File: src/rtl/core/shs_pkg.sv
// ----------------------------------------------------------------------------
// shs_pkg: shared types and constants of the streaming sha-256 hasher
// state codes, controller command bundle, initial hash and round constants
// ----------------------------------------------------------------------------
`default_nettype none

package shs_pkg;

  localparam int unsigned WORD_W   = 32;
  localparam int unsigned ROUNDS   = 64;
  localparam int unsigned BLOCK_W  = 512;
  localparam int unsigned TOTAL_W  = 61;
  localparam int unsigned DIGEST_W = 64;

  typedef enum logic [2:0] {
    ST_COLLECT,
    ST_PAD,
    ST_ROUND,
    ST_UPDATE,
    ST_OUTPUT
  } state_t;

  // source of the byte shifted into the block window
  typedef enum logic [1:0] {
    SEL_IN,
    SEL_MARK,
    SEL_ZERO,
    SEL_LEN
  } byte_sel_t;

  typedef struct packed {
    logic      shift_en;
    byte_sel_t byte_sel;
    logic [2:0] len_idx;
    logic      count_en;
    logic      load_work;
    logic      round_en;
    logic [5:0] round_idx;
    logic      update_en;
    logic      out_load;
    logic      reinit;
  } cmd_t;

  localparam logic [WORD_W-1:0] INIT_H [8] = '{
    32'h6a09e667, 32'hbb67ae85, 32'h3c6ef372, 32'ha54ff53a,
    32'h510e527f, 32'h9b05688c, 32'h1f83d9ab, 32'h5be0cd19
  };

  localparam logic [WORD_W-1:0] ROUND_K [ROUNDS] = '{
    32'h428a2f98, 32'h71374491, 32'hb5c0fbcf, 32'he9b5dba5,
    32'h3956c25b, 32'h59f111f1, 32'h923f82a4, 32'hab1c5ed5,
    32'hd807aa98, 32'h12835b01, 32'h243185be, 32'h550c7dc3,
    32'h72be5d74, 32'h80deb1fe, 32'h9bdc06a7, 32'hc19bf174,
    32'he49b69c1, 32'hefbe4786, 32'h0fc19dc6, 32'h240ca1cc,
    32'h2de92c6f, 32'h4a7484aa, 32'h5cb0a9dc, 32'h76f988da,
    32'h983e5152, 32'ha831c66d, 32'hb00327c8, 32'hbf597fc7,
    32'hc6e00bf3, 32'hd5a79147, 32'h06ca6351, 32'h14292967,
    32'h27b70a85, 32'h2e1b2138, 32'h4d2c6dfc, 32'h53380d13,
    32'h650a7354, 32'h766a0abb, 32'h81c2c92e, 32'h92722c85,
    32'ha2bfe8a1, 32'ha81a664b, 32'hc24b8b70, 32'hc76c51a3,
    32'hd192e819, 32'hd6990624, 32'hf40e3585, 32'h106aa070,
    32'h19a4c116, 32'h1e376c08, 32'h2748774c, 32'h34b0bcb5,
    32'h391c0cb3, 32'h4ed8aa4a, 32'h5b9cca4f, 32'h682e6ff3,
    32'h748f82ee, 32'h78a5636f, 32'h84c87814, 32'h8cc70208,
    32'h90befffa, 32'ha4506ceb, 32'hbef9a3f7, 32'hc67178f2
  };

endpackage

`default_nettype wire

File: src/rtl/core/shs_ctrl.sv
// ----------------------------------------------------------------------------
// shs_ctrl: sequencer of the streaming sha-256 hasher
// byte gathering, padding, round count and digest hand-off
// ----------------------------------------------------------------------------
`default_nettype none

module shs_ctrl
  import shs_pkg::*;
(
  input  wire logic clk,
  input  wire logic rst_n,
  input  wire logic in_valid,
  input  wire logic in_has_byte,
  input  wire logic in_end_message,
  output logic      in_stall,
  input  wire logic out_stall,
  output logic      out_valid,
  output cmd_t      cmd
);

  state_t     state_r, state_nxt;
  logic [5:0] fill_r, fill_nxt;
  logic [5:0] round_r, round_nxt;
  logic       end_pend_r, end_pend_nxt;
  logic       mark_r, mark_nxt;
  logic       len_r, len_nxt;
  logic       out_valid_r, out_valid_nxt;

  always_ff @(posedge clk) begin
    if (!rst_n) begin
      state_r     <= ST_COLLECT;
      fill_r      <= '0;
      round_r     <= '0;
      end_pend_r  <= 1'b0;
      mark_r      <= 1'b0;
      len_r       <= 1'b0;
      out_valid_r <= 1'b0;
    end else begin
      state_r     <= state_nxt;
      fill_r      <= fill_nxt;
      round_r     <= round_nxt;
      end_pend_r  <= end_pend_nxt;
      mark_r      <= mark_nxt;
      len_r       <= len_nxt;
      out_valid_r <= out_valid_nxt;
    end
  end

  always_comb begin
    state_nxt    = state_r;
    fill_nxt     = fill_r;
    round_nxt    = round_r;
    end_pend_nxt = end_pend_r;
    mark_nxt     = mark_r;
    len_nxt      = len_r;
    cmd          = '0;
    cmd.byte_sel = SEL_IN;
    cmd.len_idx  = fill_r[2:0];
    cmd.round_idx = round_r;
    in_stall     = (state_r != ST_COLLECT);

    unique case (state_r)
      ST_COLLECT: begin
        if (in_valid) begin
          if (in_has_byte) begin
            cmd.shift_en = 1'b1;
            cmd.count_en = 1'b1;
            fill_nxt     = fill_r + 6'd1;
            if (fill_r == 6'd63) begin
              // block full: compress first, pad afterwards if ending
              cmd.load_work = 1'b1;
              round_nxt     = '0;
              end_pend_nxt  = in_end_message;
              state_nxt     = ST_ROUND;
            end else if (in_end_message) begin
              end_pend_nxt = 1'b1;
              state_nxt    = ST_PAD;
            end
          end else if (in_end_message) begin
            end_pend_nxt = 1'b1;
            state_nxt    = ST_PAD;
          end
        end
      end
      ST_PAD: begin
        cmd.shift_en = 1'b1;
        fill_nxt     = fill_r + 6'd1;
        if (!mark_r) begin
          cmd.byte_sel = SEL_MARK;
          mark_nxt     = 1'b1;
        end else if (len_r || fill_r == 6'd56) begin
          cmd.byte_sel = SEL_LEN;
          len_nxt      = 1'b1;
        end else begin
          cmd.byte_sel = SEL_ZERO;
        end
        if (fill_r == 6'd63) begin
          cmd.load_work = 1'b1;
          round_nxt     = '0;
          state_nxt     = ST_ROUND;
        end
      end
      ST_ROUND: begin
        cmd.round_en = 1'b1;
        round_nxt    = round_r + 6'd1;
        if (round_r == 6'd63) begin
          state_nxt = ST_UPDATE;
        end
      end
      ST_UPDATE: begin
        cmd.update_en = 1'b1;
        if (len_r) begin
          state_nxt = ST_OUTPUT;
        end else if (end_pend_r) begin
          state_nxt = ST_PAD;
        end else begin
          state_nxt = ST_COLLECT;
        end
      end
      ST_OUTPUT: begin
        if (!out_valid_r || !out_stall) begin
          cmd.out_load = 1'b1;
          cmd.reinit   = 1'b1;
          fill_nxt     = '0;
          end_pend_nxt = 1'b0;
          mark_nxt     = 1'b0;
          len_nxt      = 1'b0;
          state_nxt    = ST_COLLECT;
        end
      end
      default: begin
        state_nxt = ST_COLLECT;
      end
    endcase

    if (cmd.out_load) begin
      out_valid_nxt = 1'b1;
    end else if (!out_stall) begin
      out_valid_nxt = 1'b0;
    end else begin
      out_valid_nxt = out_valid_r;
    end
  end

  assign out_valid = out_valid_r;

endmodule

`default_nettype wire

File: src/rtl/core/shs_datapath.sv
// ----------------------------------------------------------------------------
// shs_datapath: block window, message schedule, round unit and chain value
// one compression round per cycle, digest output register
// ----------------------------------------------------------------------------
`default_nettype none

module shs_datapath
  import shs_pkg::*;
(
  input  wire logic                clk,
  input  wire logic                rst_n,
  input  wire cmd_t                cmd,
  input  wire logic [7:0]          in_data_byte,
  output logic      [DIGEST_W-1:0] out_digest_word_0,
  output logic      [DIGEST_W-1:0] out_digest_word_1,
  output logic      [DIGEST_W-1:0] out_digest_word_2,
  output logic      [DIGEST_W-1:0] out_digest_word_3
);

  localparam logic [7:0] PAD_MARK = 8'h80;

  function automatic logic [31:0] bsig0(input logic [31:0] x);
    return {x[1:0], x[31:2]} ^ {x[12:0], x[31:13]} ^ {x[21:0], x[31:22]};
  endfunction

  function automatic logic [31:0] bsig1(input logic [31:0] x);
    return {x[5:0], x[31:6]} ^ {x[10:0], x[31:11]} ^ {x[24:0], x[31:25]};
  endfunction

  function automatic logic [31:0] ssig0(input logic [31:0] x);
    return {x[6:0], x[31:7]} ^ {x[17:0], x[31:18]} ^ {3'b000, x[31:3]};
  endfunction

  function automatic logic [31:0] ssig1(input logic [31:0] x);
    return {x[16:0], x[31:17]} ^ {x[18:0], x[31:19]} ^ {10'd0, x[31:10]};
  endfunction

  // window word 0 is the oldest: w[t] during a round
  logic [BLOCK_W-1:0] win_r, win_nxt;
  logic [WORD_W-1:0]  work_r [8];
  logic [WORD_W-1:0]  work_nxt [8];
  logic [WORD_W-1:0]  chain_r [8];
  logic [WORD_W-1:0]  chain_nxt [8];
  logic [TOTAL_W-1:0] total_r, total_nxt;
  logic [DIGEST_W-1:0] dig_r [4];

  logic [63:0]       len_bits;
  logic [7:0]        len_byte;
  logic [7:0]        shift_byte;
  logic [WORD_W-1:0] w0, w1, w9, w14, w_new;
  logic [WORD_W-1:0] t1, t2, ch, maj;

  assign len_bits = {total_r, 3'b000};
  assign len_byte = len_bits[{~cmd.len_idx, 3'b000} +: 8];

  always_comb begin
    case (cmd.byte_sel)
      SEL_IN:   shift_byte = in_data_byte;
      SEL_MARK: shift_byte = PAD_MARK;
      SEL_LEN:  shift_byte = len_byte;
      default:  shift_byte = 8'h00;
    endcase
  end

  assign w0    = win_r[BLOCK_W-1 -: WORD_W];
  assign w1    = win_r[BLOCK_W-1-WORD_W -: WORD_W];
  assign w9    = win_r[BLOCK_W-1-9*WORD_W -: WORD_W];
  assign w14   = win_r[BLOCK_W-1-14*WORD_W -: WORD_W];
  assign w_new = w0 + ssig0(w1) + w9 + ssig1(w14);

  assign ch  = (work_r[4] & work_r[5]) ^ (~work_r[4] & work_r[6]);
  assign maj = (work_r[0] & work_r[1]) ^ (work_r[0] & work_r[2]) ^ (work_r[1] & work_r[2]);
  assign t1  = work_r[7] + bsig1(work_r[4]) + ch + ROUND_K[cmd.round_idx] + w0;
  assign t2  = bsig0(work_r[0]) + maj;

  always_comb begin
    win_nxt   = win_r;
    total_nxt = total_r;
    for (int i = 0; i < 8; i++) begin
      work_nxt[i]  = work_r[i];
      chain_nxt[i] = chain_r[i];
    end

    if (cmd.shift_en) begin
      win_nxt = {win_r[BLOCK_W-9:0], shift_byte};
    end else if (cmd.round_en) begin
      win_nxt = {win_r[BLOCK_W-WORD_W-1:0], w_new};
    end

    if (cmd.count_en) begin
      total_nxt = total_r + TOTAL_W'(1);
    end

    if (cmd.load_work) begin
      for (int i = 0; i < 8; i++) begin
        work_nxt[i] = chain_r[i];
      end
    end else if (cmd.round_en) begin
      work_nxt[7] = work_r[6];
      work_nxt[6] = work_r[5];
      work_nxt[5] = work_r[4];
      work_nxt[4] = work_r[3] + t1;
      work_nxt[3] = work_r[2];
      work_nxt[2] = work_r[1];
      work_nxt[1] = work_r[0];
      work_nxt[0] = t1 + t2;
    end

    if (cmd.update_en) begin
      for (int i = 0; i < 8; i++) begin
        chain_nxt[i] = chain_r[i] + work_r[i];
      end
    end else if (cmd.reinit) begin
      for (int i = 0; i < 8; i++) begin
        chain_nxt[i] = INIT_H[i];
      end
    end

    if (cmd.reinit) begin
      total_nxt = '0;
    end
  end

  always_ff @(posedge clk) begin
    if (!rst_n) begin
      total_r <= '0;
      for (int i = 0; i < 8; i++) begin
        chain_r[i] <= INIT_H[i];
      end
    end else begin
      total_r <= total_nxt;
      for (int i = 0; i < 8; i++) begin
        chain_r[i] <= chain_nxt[i];
      end
    end
  end

  always_ff @(posedge clk) begin
    win_r <= win_nxt;
    for (int i = 0; i < 8; i++) begin
      work_r[i] <= work_nxt[i];
    end
    if (cmd.out_load) begin
      for (int i = 0; i < 4; i++) begin
        dig_r[i] <= {chain_r[2*i], chain_r[2*i+1]};
      end
    end
  end

  assign out_digest_word_0 = dig_r[0];
  assign out_digest_word_1 = dig_r[1];
  assign out_digest_word_2 = dig_r[2];
  assign out_digest_word_3 = dig_r[3];

endmodule

`default_nettype wire

File: src/rtl/core/sha256_stream_hasher.sv
// ----------------------------------------------------------------------------
// sha256_stream_hasher: streaming sha-256 message hasher
// a message byte is taken per cycle while gathering; after every 64 bytes input
// stalls for the rounds in the round unit, one per cycle, and one chain update
// end item: pad bytes to the block end and a compression, plus a second padded
// block and compression when the length spills, then the digest register load
// synchronous active-low reset restores the initial hash and empties the block
// ----------------------------------------------------------------------------
`default_nettype none

module sha256_stream_hasher
  import shs_pkg::*;
(
  input  wire logic                clk,
  input  wire logic                rst_n,
  // input item channel
  input  wire logic                in_valid,
  output logic                     in_stall,
  input  wire logic [7:0]          in_data_byte,
  input  wire logic                in_has_byte,
  input  wire logic                in_end_message,
  // digest item channel
  output logic                     out_valid,
  input  wire logic                out_stall,
  output logic      [DIGEST_W-1:0] out_digest_word_0,
  output logic      [DIGEST_W-1:0] out_digest_word_1,
  output logic      [DIGEST_W-1:0] out_digest_word_2,
  output logic      [DIGEST_W-1:0] out_digest_word_3
);

  // command bundle from the sequencer to the datapath
  cmd_t cmd;

  // sequencer: owns fill count, round count, padding phase and out_valid;
  // input is only taken while gathering, and a waiting digest does not
  // block gathering of the next message
  shs_ctrl u_ctrl (
    .clk            (clk),
    .rst_n          (rst_n),
    .in_valid       (in_valid),
    .in_has_byte    (in_has_byte),
    .in_end_message (in_end_message),
    .in_stall       (in_stall),
    .out_stall      (out_stall),
    .out_valid      (out_valid),
    .cmd            (cmd)
  );

  // datapath: 512-bit byte window doubling as the 16-word schedule line,
  // working variables, chain value, byte total and digest register
  shs_datapath u_dp (
    .clk               (clk),
    .rst_n             (rst_n),
    .cmd               (cmd),
    .in_data_byte      (in_data_byte),
    .out_digest_word_0 (out_digest_word_0),
    .out_digest_word_1 (out_digest_word_1),
    .out_digest_word_2 (out_digest_word_2),
    .out_digest_word_3 (out_digest_word_3)
  );

endmodule

`default_nettype wire

File: config.mk
export PLATFORM = sky130hd
export DESIGN_NAME = sha256_stream_hasher
export DESIGN_NICKNAME = d
export VERILOG_FILES = /design/src/rtl/core/shs_pkg.sv /design/src/rtl/core/shs_ctrl.sv /design/src/rtl/core/shs_datapath.sv /design/src/rtl/core/sha256_stream_hasher.sv
export SDC_FILE = /design/constraint.sdc
export NUM_CORES = 2
export LEC_CHECK = 0
export BUFFER_PORTS_ARGS = -buffer_cell sky130_fd_sc_hd__buf_2
export CAP_MARGIN = 10
export CORE_ASPECT_RATIO = 0.75
export CORE_MARGIN = 2
export CORE_UTILIZATION = 35
export DETAILED_ROUTE_END_ITERATION = 6
export PLACE_DENSITY = 0.54
export SETUP_SLACK_MARGIN = 0.2
export SYNTH_ARGS = -nofsm -noshare
export SYNTH_HDL_FRONTEND = slang
export SYNTH_SLANG_ARGS = --single-unit
File: constraint.sdc
create_clock -name clk -period 40.9 [get_ports clk]
set_clock_uncertainty 0.2 [all_clocks]
set_input_delay 6.135 -clock clk [delete_from_list [all_inputs] [get_ports clk]]
set_output_delay 6.135 -clock clk [all_outputs]
set_load 0.005 [all_outputs]
==> results.toml <==
[clocking]
cts_tree = "yes"
cts_buffers = 158
path_clk_slew_ns = 0.06
cts_hold_buf = 0
clock_path_buffers = 4
clock-sinks = 1360
worstSkewPairLatency_ns = 0.84
htreeDepth = 4
cts_root_buf = "clkbuf_16"
post_cts_buffers = 0
ctsResizeCount = 0

[synth]
synth_top_cell_by_area = "edfxtp_1"
ys_ff_latch = 1360
yosysWarnings = 0
syn_area_um2 = 80080
synthCells = 8476
avgSynthCellArea_um2 = 9.448
syn_nets = 9080
netlist.area_leader.share_pct = 38.40
synth.distinct_cells = 86
synth-edff-count = 1024
yosys_most_used_dff = "edfxtp_1"
post-synth-top-count-cell = "nand2_1"
synth-seq-area-share_pct = 46.80
synth_area_leaders = "edfxtp_1, nand2_1, dfxtp_1"
async_flop_share_pct = 0
synth_commonest_cells = "nand2_1, edfxtp_1, nor2_1"

[timing]
final-setup-viol-count = 0
rsz0062_at_grt = "no"
tightest_slew_ns = 1.332
relSlewSlack_pct = 10.60
tns_ns = 0
finalMaxSlewViolations = 0
fmax_mhz = 90.28
finalHoldViolCount = 0
min_period_ns = 11.08
min_period_over_period_pct = 27.08
hold_slack_ns = 0.2772

[placed_design]
placed_cell_area_um2 = 84390
placed_cells = 11400
numPortBuffers = 271
gp_congestion = 0.9881
hpwlAfterDp_um = 211400

[drt]
final_antenna_net_count = 0
dr.pass1.iters = 7
vias_per_cell = 5.483
wl_per_cell_um = 24.61
route.detailed.drc = 0
drtIter0Drc = 7939
vias = 64010
wirelength_um = 287400

[min_path]
min_path_type = "reg2reg"

[grt]
gr-total-overflow = 0
grt_pass1_vias = 58740
grt_first_pass_wirelength_um = 413800
antenna_found_initial = 12
grt_max_degree = 225
groute.usage.overall_pct = 23.99

[final_layout]
instances_no_fill = 11680
multi_input_area_um2 = 40090
finalInstanceArea_um2 = 89390
nNetsFinal = 9157
n_fill_cell = 22770
regArea_um2 = 37480
area_growth_syn_to_layout_pct = 11.62
layout-drive-gt1-share_pct = 8.003

[die]
ioPinCount = 272
initial_core_util_pct = 35.09
die_w_um = 556.3
core-area_um2 = 228200
fp.dieH_um = 418.3
fp.dieArea_um2 = 232700
rows = 152

[outcome]
run_status = "finished, final reports clean"

[run]
maxCapViolCount = 0

[critical_path]
critPathRequiredTime_ns = 41.25
worst-setup-path-type = "reg2reg"
cp_common_cell = "fa_1"
crit_arrival_ns = 11.43
start_kind = "register"
crit_path_top_delay_cell = "nor2_1"
path_max_fanout = 55
cp_slowest_stage_delay_ns = 0.82
cp-end-kind = "register"
## final cells by class
cell class	count	area share, %
clock buffers	206	4.760
clock inverters	73	0.8300
flip-flops and latches	1360	41.93
inverters	238	1.008
well taps	3003	4.203
repair buffers	374	2.417
multi-input cells	6421	44.84
diodes	1	0.002799
## metal layers
metal	up-vias	part of all wire, %	track usage, %
li1	29500	-	-
met1	31600	49	38.52
met2	2599	39	32.11
met3	309	9.6	5.114
met4	4	2.0	4.978
met5	-	0.0080	0
## through the flow
stage / utilization [%] / worst slack (ns)
global route: 39.17 / 29.40
detailed placement: 36.98 / 30.10
floorplan: - / 21.45
finish: 39.17 / 29.82
global placement: 36.98 / 30.16
CTS: 39.17 / 30.07
## critical path, delay by kind of cell, from the launching register on
kind	cells	cell delay, ns
buffers and inverters	5	1.35
AOI/OAI and AO/OA	11	3.01
adders and majority gates	7	2.85
xor gates and xnor gates	2	0.57
and+or+nand+nor	8	2.42
DFF	1	0.31
## registers in the layout, summed over array words and instances, names as in the netlist
signal / flops
u_ctrl.round_r: 6
u_ctrl.fill_r: 6
u_dp.win_r: 512
u_ctrl.mark_r: 1
u_dp.chain_r: 256
u_ctrl.end_pend_r: 1
u_ctrl.out_valid: 1
u_dp.work_r: 256
u_ctrl.len_r: 1
u_dp.total_r: 61
u_dp.dig_r: 256
u_ctrl.state_r: 3
## path summary, 6_finish.rpt
check	from	to	slack (ns)	cells past startpoint
worst max-delay path	u_ctrl.round_r[3]	u_dp.work_r[0][31]	29.82	33
worst min-delay path	u_ctrl.fill_r[5]	u_ctrl.fill_r[5]	0.28	2
worst max register to register	u_ctrl.round_r[3]	u_dp.work_r[0][31]	29.82	33
worst min register to register	u_ctrl.fill_r[5]	u_ctrl.fill_r[5]	0.28	2
## logic make-up after synthesis
logic type                 after synthesis  share of synthesized area, %
AOI/OAI and AO/OA                     1615                         12.57
and+or+nand+nor                       3510                         18.14
muxes                                   63                         1.111
buffers and inverters                  695                         3.262
DFF                                   1360                         46.80
xor gates and xnor gates               618                         6.759
adders and majority gates              615                         11.36
## cell usage in the layout (no fill, tap or decap), drive strengths merged, types with 48 or more instances in the layout
cell type	synthesis	routed
nand2b	64	64
fa	195	195
nor2b	64	64
or3	56	56
dfxtp	336	336
nor3	126	126
xor2	194	194
a31oi	58	58
xnor2	424	424
nand3	146	146
o21a	49	49
a211oi	66	66
nand2	2444	2444
ha	395	395
a21boi	54	54
a21o	168	168
o21ai	437	437
buf	37	374
clkinv	3	48
nor2	445	445
clkbuf	420	206
a21oi	435	435
inv	235	240
edfxtp	1024	1024
Power is left out: the tool's default activity adds up to more than one toggle a clock period on the data nets, which glitch-free logic cannot reach.
